==> src/rtl/hcb_ram.sv <==
`timescale 1ns / 1ps

module hcb_ram #(
  parameter int unsigned DEPTH = 512,
  parameter int unsigned WIDTH = 8
) (
  input  logic                     clk_i,
  input  logic                     rd_en_i,
  input  logic [$clog2(DEPTH)-1:0] rd_addr_i,
  output logic [WIDTH-1:0]         rd_data_o,
  input  logic                     wr_en_i,
  input  logic [$clog2(DEPTH)-1:0] wr_addr_i,
  input  logic [WIDTH-1:0]         wr_data_i
);

  logic [WIDTH-1:0] mem_q [DEPTH];
  logic [WIDTH-1:0] rd_q;

  always_ff @(posedge clk_i) begin
    if (wr_en_i) begin
      mem_q[wr_addr_i] <= wr_data_i;
    end
    if (rd_en_i) begin
      rd_q <= mem_q[rd_addr_i];
    end
  end

  assign rd_data_o = rd_q;

endmodule

==> config.mk <==
export PLATFORM = sky130hd
export DESIGN_NAME = hcb_ram
export DESIGN_NICKNAME = d
export VERILOG_FILES = /design/src/rtl/hcb_ram.sv
export SDC_FILE = /design/constraint.sdc
export NUM_CORES = 2
export LEC_CHECK = 0
export ABC_AREA = 1
export BUFFER_PORTS_ARGS = -buffer_cell sky130_fd_sc_hd__buf_2
export CORE_UTILIZATION = 50
export DETAILED_ROUTE_END_ITERATION = 10
export PLACE_DENSITY = 0.71
export SLEW_MARGIN = 20
export SYNTH_ARGS = -nofsm -noshare
export SYNTH_HDL_FRONTEND = slang
export SYNTH_SLANG_ARGS = --single-unit
==> constraint.sdc <==
create_clock -name clk_i -period 2.5 [get_ports clk_i]
set_input_delay 0.5 -clock clk_i [delete_from_list [all_inputs] [get_ports clk_i]]
set_output_delay 0.5 -clock clk_i [all_outputs]
set_load 0.005 [all_outputs]
Word-level counts from Yosys, hierarchy flattened
Memories as Yosys holds them, arrays and structs flattened. A register that Yosys moved wholly into a read port is not among the register bits.
Cells that the tools add are included.
- multiplexer cells: 2
- operators with widths (operator ; count):
    1-bit two-way mux ; 2
- RAM bits: 4096
- output and inout port bits: 8
- bits in registers: 0
- memories kept: 1
- word-level logic and storage cells: 3
- memories (memory ; depth ; width ; rd ports ; clocked after Yosys merged registers in ; wr ports ; line ; RTL):
    mem_q ; 512 ; 8 ; 1 ; 1 ; 1 ; 16 ; logic [WIDTH-1:0] mem_q [DEPTH];

Longest topological paths before layout
- word-level depth: 2
- gate-level depth with buffers: 15
- depth with buffers taken out: 11

Worst setup path before layout
No wires, ideal clock.
- path type: input to register
- start point: input port wr_addr_i[4]
- end point: memory mem_q[212][0], enable pin
- path buffers: 1
- stages on the path: 7
- required time: 2.130 ns
- slack: 0.409 ns
- library setup time: 0.370 ns
- arrival: 1.721 ns
- cell sequence: inv_1 > nor2_1 > inv_1 > nor2_1 > inv_1 > clkbuf_1 > nor2_1
- RTL lines (item ; line ; RTL):
    start, declared ; 12 ; input logic [$clog2(DEPTH)-1:0] wr_addr_i,
    end, declared ; 16 ;
No word-level cell before the write port.

Worst setup path in the final report
- start point: register rd_q[7], in the netlist rd_data_o[7] (read register of mem_q)
- end point: output port rd_data_o[7]
- RTL lines (item ; line ; RTL):
    start, declared ; 17 ; logic [WIDTH-1:0] rd_q;
    end, declared ; 10 ; output logic [WIDTH-1:0] rd_data_o,
No word-level cell between the ends.

==> impl_metrics.json <==
{
  "dr_total_vias": 114393,
  "area_growth_pct": 17.4,
  "dp.cells": 18830,
  "io_buffers": 36,
  "finalSetupViolCount": 1,
  "die_y_um": 580,
  "critPathSlowestCell": "edfxtp_1",
  "cts_tree": "yes",
  "ios": 37,
  "status": "finished, violations left",
  "rsz0062_at_grt": "true",
  "wire_per_inst_um": 23.8,
  "num-fill-cells": 25102,
  "place_ws_ns": -0.711,
  "cts_htree_levels": 5,
  "fin_crit_sh": 1.03,
  "violations": "setup timing",
  "seq_area_frac_synth": 0.739,
  "synth_top_area_cell": "edfxtp_1",
  "cts_buffers": 407,
  "ant_nets": 0,
  "fin_nets": 14911,
  "cp-end-kind": "primary output",
  "grt_pass1_wl_mm": 690,
  "crit_type": "flop to primary output",
  "initial_core_util": 0.504,
  "cts_buffer_depth": 4,
  "grt_pass1_vias": 109354,
  "r2r_slack_ns": 0.08,
  "seqPwrFrac": 0.522,
  "p_per_area_nw_per_um2": 742,
  "combPwrFrac": 0.069,
  "required_ns": 2.00,
  "ys_types": 15,
  "drive_above_1_share": 0.141,
  "drtPass1Iterations": 9,
  "core-area_sq_um": 331000,
  "vias_per_cell": 5.84,
  "holdWs_ns": 0.265,
  "synthesis.instances": 13891,
  "synth_area_per_cell_sq_um": 12.0,
  "yosys_warnings": 0,
  "syn-num-nets": 13920,
  "tightest_slew_ns": 0.971,
  "arrival_ns": 2.08,
  "hp-class": "input port to flop",
  "fin_ws_ns": -0.0754,
  "final_max_slew_viol_count": 0,
  "crit_path_start_kind": "flop",
  "tns_ns": -0.0754,
  "drt_iter0_markers": 15386,
  "track_usage": 0.275,
  "grt_max_degree": 123,
  "worstPathCellList": "buf_2",
  "drc_errors": 0,
  "clock_latency_ns": 0.97,
  "synth_area_sq_um": 167000,
  "worst_ir_drop_vdd_uv": 677,
  "routabilityCongestion": 0.909,
  "hold_viol": 0,
  "num_rows": 211,
  "intPower_mw": 113,
  "synth.top_cells.by_area": "edfxtp_1, nand3_1, nand2_1",
  "cpPeakStageDelay_ns": 0.89,
  "fin_cells": 19602,
  "cts_root_buf": "clkbuf_16",
  "power_switching_mw": 32.9,
  "path_buf_inv": 1,
  "skew_ns": 0.0661,
  "die_w_um": 580,
  "crit_family": "flip-flops",
  "cap_violations": 0,
  "dp_hpwl_mm": 296,
  "antenna_found_initial": 20,
  "ys_ff_latch": 4104,
  "cts.sinks": 4104,
  "die_area_sq_um": 336000,
  "crit_path_max_fanout": 1,
  "clk_pin_slew_ns": 0.06,
  "synth_top_area_frac": 0.739,
  "fmax_ghz": 0.388,
  "final_util": 0.591,
  "p_clk_frac": 0.410,
  "finalCriticalPeriod_ns": 2.58,
  "p_sw_frac": 0.226,
  "p_leak_nw": 70.6,
  "slew_headroom": 0.352,
  "overflow": 0,
  "totalWireLength_mm": 467
}
-- layout by cell type (no fill, tap or decap), drive strengths merged --
master,n
buf,1556
clkinvlp,11
bufinv,33
nor2,514
nand3,4080
nor3,11
diode,24
clkinv,188
nand2,4160
dlygate4sd3,9
clkbuf,496
edfxtp,4104
inv,50
-- repair_timing --
action | CTS | global route
hold buffers | 9 | 0
endpoints found under the hold margin | 145 | 0
endpoints found under the setup margin | 1 | 2
pin swaps | 0 | 0
resized for setup | 0 | 1
buffers inserted | 0 | 0
-- power by group through the flow --
stage                     logic [mW]  clock network, mW  registers (mW)
after global placement          9.61                  0            77.3
final                           9.99               59.5            75.9
after global routing            10.6               62.6            75.8
after floorplan                 4.69                  0            77.3
after detailed placement        9.76                  0            77.3
after CTS                       9.83               60.0            75.8
-- layer usage --
metal | global-route usage | vias up | wire (um)
met1 | 0.363 | 55290 | 173000
met3 | 0.0501 | 1075 | 48800
met4 | 0.141 | 2 | 25400
met5 | 0 | - | 13
met2 | 0.439 | 6502 | 219000
li1 | - | 51524 | -
-- path summary, 6_finish.rpt --
path,to,startpoint,cells after the start
hold / removal,rd_data_o[7]$_DFFE_PP_,rd_addr_i[8],3
setup / recovery,rd_data_o[7],rd_data_o[7]$_DFFE_PP_,1
hold reg to reg,rd_data_o[7]$_DFFE_PP_,mem_q[420][7]$_DFFE_PP_,10
setup reg to reg,rd_data_o[2]$_DFFE_PP_,mem_q[343][2]$_DFFE_PP_,12
-- worst reg2reg max path: stages (launching register included) --
cell	delay (ns)
edfxtp_1	0.37
nand2_1	0.10
nand3_1	0.08
nand3_1	0.10
nand3_1	0.11
nand3_1	0.23
nand3_1	0.29
buf_4	0.25
nand3_1	0.11
buf_12	0.13
nand3_1	0.06
nand3_1	0.25
nand2_1	0.10
-- cells by family after synthesis --
family / count (synthesis) / share of synthesized area
buf+inv: 1022 / 0.0333
simple gates: 8765 / 0.228
flops: 4104 / 0.739
-- sequential cells by signal, indices dropped and copies added (netlist names) --
name / count
mem_q: 4096
rd_data_o: 8
-- final cells by class --
type	instances	area, sq um	share of cell area
well taps	4366	5460	0.0279
inverters	39	203	0.00104
diodes	24	60.1	0.000307
repair buffers	1565	15700	0.0803
clock buffers	496	10600	0.0540
clock inverters	243	2390	0.0122
flip-flops and latches	4104	123000	0.629
multi-input cells	8765	38100	0.195
-- per-stage QoR --
step                area, sq um  power (mW)
CTS                      196000         146
floorplan                167000        82.0
global placement         183000        86.9
detailed placement       183000        87.1
finish                   196000         145
global route             196000         149
-- cells in the mapped netlist --
library cell  instances
buf_12                1
nand3_1            4080
nor2_1              514
buf_2               517
inv_1                34
inv_4                 2
edfxtp_1           4104
nand2_1            4160
buf_6                72
buf_1                82
inv_2                 3
buf_8                 4
clkbuf_1            184
buf_4               123
nor3_1               11
Power figures use the tool's default switching activity.
