==> src/rtl/hcb_pkg.sv <==
`timescale 1ns / 1ps

package hcb_pkg;

  localparam int unsigned SymbolCountDef = 256;
  localparam int unsigned CountBitsDef   = 16;
  localparam int unsigned MaxCodeLenDef  = 32;

  localparam logic [7:0] INNER_KEY = 8'd42;

  localparam logic [1:0] KIND_COUNT  = 2'd0;
  localparam logic [1:0] KIND_BUILD  = 2'd1;
  localparam logic [1:0] KIND_ENCODE = 2'd2;
  localparam logic [1:0] KIND_CLEAR  = 2'd3;

  localparam logic [1:0] ST_OK        = 2'd0;
  localparam logic [1:0] ST_EMPTY     = 2'd1;
  localparam logic [1:0] ST_OVERFLOW  = 2'd2;
  localparam logic [1:0] ST_NOT_BUILT = 2'd3;

  typedef struct packed {
    logic [1:0] kind;
    logic [7:0] symbol;
  } in_item_t;

  typedef struct packed {
    logic [31:0] code_bits;
    logic [5:0]  code_length;
    logic        present;
    logic [1:0]  status;
  } out_item_t;

endpackage

==> src/rtl/hcb_hist.sv <==
`timescale 1ns / 1ps

module hcb_hist #(
  parameter int unsigned SYMBOL_COUNT = hcb_pkg::SymbolCountDef,
  parameter int unsigned COUNT_BITS   = hcb_pkg::CountBitsDef
) (
  input  logic                            clk_i,
  input  logic                            rst_ni,
  input  logic                            clr_i,
  input  logic                            rd_en_i,
  input  logic [$clog2(SYMBOL_COUNT)-1:0] rd_addr_i,
  output logic [COUNT_BITS-1:0]           rd_data_o,
  input  logic                            wr_en_i,
  input  logic [$clog2(SYMBOL_COUNT)-1:0] wr_addr_i,
  input  logic [COUNT_BITS-1:0]           wr_data_i
);

  logic [COUNT_BITS-1:0]   mem_q [SYMBOL_COUNT];
  logic [SYMBOL_COUNT-1:0] vld_q;
  logic [COUNT_BITS-1:0]   rd_q;
  logic                    rd_vld_q;

  // counts live in the array, a cleared entry reads as zero
  always_ff @(posedge clk_i) begin
    if (wr_en_i) begin
      mem_q[wr_addr_i] <= wr_data_i;
    end
    if (rd_en_i) begin
      rd_q <= mem_q[rd_addr_i];
    end
  end

  always_ff @(posedge clk_i or negedge rst_ni) begin
    if (!rst_ni) begin
      vld_q    <= '0;
      rd_vld_q <= 1'b0;
    end else begin
      if (clr_i) begin
        vld_q <= '0;
      end else if (wr_en_i) begin
        vld_q[wr_addr_i] <= 1'b1;
      end
      if (rd_en_i) begin
        rd_vld_q <= vld_q[rd_addr_i];
      end
    end
  end

  assign rd_data_o = rd_vld_q ? rd_q : '0;

endmodule

==> config.mk <==
export PLATFORM = sky130hd
export DESIGN_NAME = hcb_hist
export DESIGN_NICKNAME = d
export VERILOG_FILES = /design/src/rtl/hcb_pkg.sv /design/src/rtl/hcb_hist.sv
export SDC_FILE = /design/constraint.sdc
export NUM_CORES = 2
export LEC_CHECK = 0
export ABC_CLOCK_PERIOD_IN_PS = 2850
export BUFFER_PORTS_ARGS = -buffer_cell sky130_fd_sc_hd__buf_2
export CAP_MARGIN = 20
export CORE_MARGIN = 1.5
export CORE_UTILIZATION = 60
export CTS_CLUSTER_DIAMETER = 100
export DETAILED_ROUTE_END_ITERATION = 6
export GPL_ROUTABILITY_DRIVEN = 1
export HOLD_SLACK_MARGIN = 0.08
export PLACE_DENSITY = 0.75
export SLEW_MARGIN = 20
export SYNTH_ARGS = -nofsm -noshare
export SYNTH_HDL_FRONTEND = slang
export SYNTH_SLANG_ARGS = --single-unit
==> constraint.sdc <==
create_clock -name clk_i -period 2.85 [get_ports clk_i]
set_input_delay 0.57 -clock clk_i [delete_from_list [all_inputs] [get_ports clk_i]]
set_output_delay 0.57 -clock clk_i [all_outputs]
set_load 0.01 [all_outputs]
Word level (Yosys, flattened, before mapping)
Memories as Yosys holds them, arrays and structs flattened. A register that Yosys moved wholly into a read port is not among the register bits.
Index checks and enable logic that the tools add are counted.
{"block": "classes", "reduce_logical": 2, "n_bitwise": 1, "n_mux": 9, "magnitude_cmp": 3}
{"cell": "$mux W256", "count": 2}
{"cell": "$or A256 B256 Y256", "count": 1}
{"cell": "$lt A8 B9 Y1 const B", "count": 2}
{"cell": "$mux W16", "count": 1}
{"cell": "$bmux W1 S8", "count": 1}
{"cell": "$demux W1 S8", "count": 1}
{"cell": "$ge A8 B1 Y1 const B", "count": 1}
{"cell": "$mux W1", "count": 4}
{"cell": "$reduce_bool A2 Y1", "count": 1}
{"cell": "$logic_and A1 B1 Y1", "count": 1}
{"block": "word_totals", "ramBits": 4096, "in_bits": 37, "n_memories": 1, "ff_bits": 257}
{"name": "mem_q", "words": 256, "width": 16, "rd": 1, "rd_ports_with_merged_regs": 1, "wr": 1, "line": "hcb_hist.sv:18", "source": "logic [COUNT_BITS-1:0] mem_q [SYMBOL_COUNT];"}

Depth between registers and ports, before layout
{"block": "depth", "depth_word": 7, "ltp_mapped": 12, "ltp_nobuf": 7}

Worst setup path before layout
OpenSTA, ideal clock, no wires.
{"block": "synth_timing", "path_kind": "input port to flip-flop", "from": "in rd_addr_i[0]", "to": "reg rd_q[10] (read register of mem_q), data pin", "t_required_ns": 2.583, "setup_slack_ns": -0.206, "stages": 10, "arrival_ns": 2.789, "path_cell_list": "buf_4 > buf_6 > buf_6 > buf_2 > buf_2 > mux4_2 > a221oi_1 > o22ai_1 > o21ai_0 > nand4_1"}
{"element": "start, declared", "line": "hcb_hist.sv:11", "source": "input logic [$clog2(SYMBOL_COUNT)-1:0] rd_addr_i,"}
{"element": "end, declared", "line": "hcb_hist.sv:20", "source": "logic [COUNT_BITS-1:0] rd_q;"}

==> load_flow_metrics.sql <==
INSERT INTO impl_metrics (metric_group, metric, value, unit) VALUES
('run_status', 'status', 'finished, violations left', ''),
('run_status', 'violations_in_the_final_reports', 'DRC, setup timing', ''),
('synth', 'yosys.area.top_type_share', '0.7431', ''),
('layout', 'utilization', '0.7017', ''),
('synth', 'synthesis.nets', '7628', ''),
('placement', 'place_hpwl', '270.5', 'mm'),
('synth', 'ys.flop_type', 'edfxtp_1', ''),
('synth', 'synth_cell_types', '44', ''),
('clock_network', 'htreeDepth', '5', ''),
('clock_network', 'cts_root_buf', 'clkbuf_16', ''),
('worst_setup_path', 'critical_path_class', 'in -> reg', ''),
('route', 'wl_met2', '218.0', 'mm'),
('clock_network', 'tritoncts', 'done', ''),
('timing', 'hold_viol_final', '0', ''),
('synth', 'sequential_share_of_the_synthesized_area', '0.7818', ''),
('global_route', 'first_global_vias', '88560', ''),
('floorplan', 'placement_rows', '193', ''),
('placement', 'finalWeightedCongestion', '0.9133', ''),
('global_route', 'largest_net_degree_at_the_start_of_global_routing', '108', ''),
('pwr', 'pwr_density_cell', '686.3', 'mW/mm²'),
('synth', 'syn-mean-instance-area', '21.89', 'µm²'),
('clock_network', 'clk_latency', '1.01', 'ns'),
('pwr', 'cellLeakagePower', '63.26', 'nW'),
('route', 'met3_length', '55.78', 'mm'),
('route', 'drt-initial-drc-count', '13920', ''),
('route', 'totalWireLength', '456.9', 'mm'),
('route', 'via_count', '87770', ''),
('timing', 'timing.fmax', '0.3375', 'GHz'),
('route', 'drc', '7', ''),
('route', 'vias_per_instance', '6.911', ''),
('placement', 'placed_instances', '11890', ''),
('route', 'drt_pass_1_iters', '7', ''),
('global_route', 'number_of_antenna_violations_at_the_first_check_in_global_routing', '19', ''),
('timing', 'tightestPinTransition', '1.081', 'ns'),
('synth', 'ys_seq_elements', '4369', ''),
('route', 'met1Wirelength', '155.7', 'mm'),
('timing', 'finalCritPeriodShare', '1.040', ''),
('clock_network', 'numClockSinks', '4369', ''),
('run', 'max_cap_violations', '0', ''),
('synth', 'synthCells', '7591', ''),
('synth', 'synthMostInstantiatedCell', 'edfxtp_1', ''),
('timing', 'worst_slack', '-0.1128', 'ns'),
('global_route', 'gr-total-overflow', '0', ''),
('synth', 'top_post_synthesis_cells_by_count', '4112 x edfxtp_1, 1075 x mux4_2, 719 x nor2_1', ''),
('synth', 'synthTopCellsByArea', 'edfxtp_1 74%, mux4_2 15%, dfrtp_1 3.9%, nor2_1 1.6%, a22o_1 1.4%', ''),
('worst_setup_path', 'worstPathArrival', '3.80', 'ns'),
('layout', 'layout_overhead_on_the_synthesized_area', '16.56', '%'),
('route', 'route.detailed.wl_per_inst', '35.97', 'µm'),
('floorplan', 'design.die.area', '0.2801', 'mm²'),
('floorplan', 'core-area', '0.2760', 'mm²'),
('placement', 'pre_cts_slack', '-1.515', 'ns'),
('pwr', 'ir_worst_vdd', '0.6384', 'mV'),
('worst_setup_path', 'worstSetupStartpointType', 'input pin', ''),
('timing', 'finClkSkew', '0.07273', 'ns'),
('synth', 'synth-warning-count', '0', ''),
('worst_setup_path', 'worst_ep_required_time', '3.69', 'ns'),
('synth', 'post-synth-top-area-cell', 'edfxtp_1', ''),
('global_route', 'grt_pass1_wl', '648.3', 'mm'),
('min_path', 'timing.hold.worst.class', 'in -> reg', ''),
('placement', 'buffer_ports.inserted', '52', ''),
('worst_setup_path', 'endpoint_kind', 'flop', ''),
('timing', 'final-max-slew-violation-count', '0', ''),
('global_route', 'grt_use_total', '0.3290', ''),
('layout', 'drive_gt1_frac', '0.3211', ''),
('layout', 'layout.filler_cells', '15460', ''),
('synth', 'syn_std_cell_area', '0.1662', 'mm²'),
('floorplan', 'die_height', '529.2', 'µm'),
('clock_network', 'worst_setup_hold_path_clk_slew', '0.06', 'ns'),
('synth', 'synth-async-reset-ratio', '0.05882', ''),
('layout', 'nNetsFinal', '8661', ''),
('route', 'antenna_left', '0', ''),
('worst_setup_path', 'crit_path_max_fanout', '18', ''),
('route', 'top_layer_used', 'met5', ''),
('layout', 'layoutNonFillerInstCount', '12700', ''),
('floorplan', 'fp.dieW', '529.2', 'µm'),
('floorplan', 'boundaryPins', '53', ''),
('floorplan', 'initial_utilization', '0.6020', ''),
('synth', 'synth-edff-count', '4112', ''),
('timing', 'grt_setup_unrepaired', 'true', ''),
('timing', 'period_needed', '2.963', 'ns'),
('timing', 'setup_violations_final', '5', ''),
('clock_network', 'numCtsBuffers', '420', ''),
('clock_network', 'clockBufferDepth', '4', ''),
('timing', 'slew_headroom', '0.2796', ''),
('timing', 'hold_slack', '0.1464', 'ns');
## layout by cell type, fill, tap and decap left out, types with 6 or more instances in the layout
cell           count
edfxtp_1        4112
mux4_2          1075
buf_4            804
nor2_1           643
clkbuf_16        426
a22o_1           257
dfrtp_1          256
a221oi_1         246
buf_12           211
o22ai_1          132
clkbuf_1         101
clkinv_2          88
clkinv_1          82
nor2_2            74
o21ai_0           44
mux2i_1           33
nand2_1           32
bufinv_16         32
buf_2             32
o21ba_2           30
nand4_1           26
nand3_1           23
buf_8             19
diode_2           16
and2_1            15
o21ai_1           14
dlygate4sd3_1     13
nor2b_1           12
clkbuf_8          12
clkinv_16         11
o221ai_1          10
o21ai_2            8
a221oi_2           8
nor3_1             7
clkinvlp_4         7
nand3_2            6
inv_16             6
## power by group
group          total (mW)  internal (mW)  leakage, nW  switching (mW)
sequential           70.4           70.3         40.6          0.0702
clock                55.0           30.8         6.63            24.1
combinational        7.56           2.95         16.1            4.61
total                 133            104         63.3            28.8
## repair_timing
action,in CTS,in global routing
gates resized for setup,26,25
setup endpoints to repair,29,15
hold buffers,13,0
pin swaps,2,2
hold endpoints to repair,384,0
buffers inserted,3,0
## state kept, by name, summed over array words and instances (netlist names)
| name | count |
|---|---|
| rd_vld_q | 1 |
| vld_q | 256 |
| mem_q | 4096 |
| rd_q | 16 |
## logic make-up (layout without fill, tap and decap cells)
group / count (synthesis) / count (layout) / share of synthesized area
compound gates: 774 / 774 / 0.03742
buf+inv: 475 / 1863 / 0.01196
simple gates: 862 / 862 / 0.02089
flops: 4369 / 4369 / 0.7818
other cells: 0 / 16 / 0
mux: 1111 / 1111 / 0.1479
## path summary, 6_finish.rpt
check | startpoint | endpoint | slack, ns | cells after the start
hold reg to reg | vld_q[132] | vld_q[132] | 0.50 | 2
min in group asynchronous | rst_ni | vld_q[92] | 0.22 | 2
max in group asynchronous | rst_ni | vld_q[48] | 1.66 | 3
hold / removal | wr_data_i[2] | mem_q[88][2] | 0.15 | 1
setup / recovery | rd_addr_i[4] | rd_q[9] | -0.11 | 11
setup reg to reg | mem_q[83][9] | rd_q[9] | 0.05 | 8
## final cells by class
cell class | instances | area [µm²] | share of cell area
clock buffers | 539 | 11200 | 0.05785
diodes | 16 | 40.04 | 0.0002067
clock inverters | 238 | 2347 | 0.01212
repair buffers | 1081 | 10860 | 0.05606
well taps | 3705 | 4636 | 0.02394
inverters | 5 | 18.77 | 0.00009691
flip-flops and latches | 4369 | 129900 | 0.6708
multi-input cells | 2747 | 34650 | 0.1789
## metrics by stage
| step | instance area, µm² | power [mW] | setup TNS (ns) |
|---|---|---|---|
| 3_5_place_dp | 179800 | 79.03 | -19.29 |
| 2_1_floorplan | 166500 | 75.01 | 0 |
| 5_1_grt | 193600 | 135.7 | -0.1195 |
| 3_3_place_gp | 179800 | 78.86 | -19.27 |
| 6_report | 193700 | 132.9 | -0.3344 |
| 4_1_cts | 193500 | 133.0 | 0 |
## routing by layer
metal,track usage,vias to the layer above
met1,0.4420,45850
met2,0.5142,6554
met5,0.004848,-
met4,0.1680,15
li1,-,34190
met3,0.07238,1158
## critical path, stage by stage
cell	delay (ns)
buf_2	0.22
buf_4	0.20
buf_4	0.14
nor2b_4	0.65
buf_12	0.28
a221oi_1	0.12
buf_4	0.16
o22ai_1	0.81
o21ai_1	0.26
buf_4	0.24
nand4_1	0.08
Power figures use the tool's default switching activity.
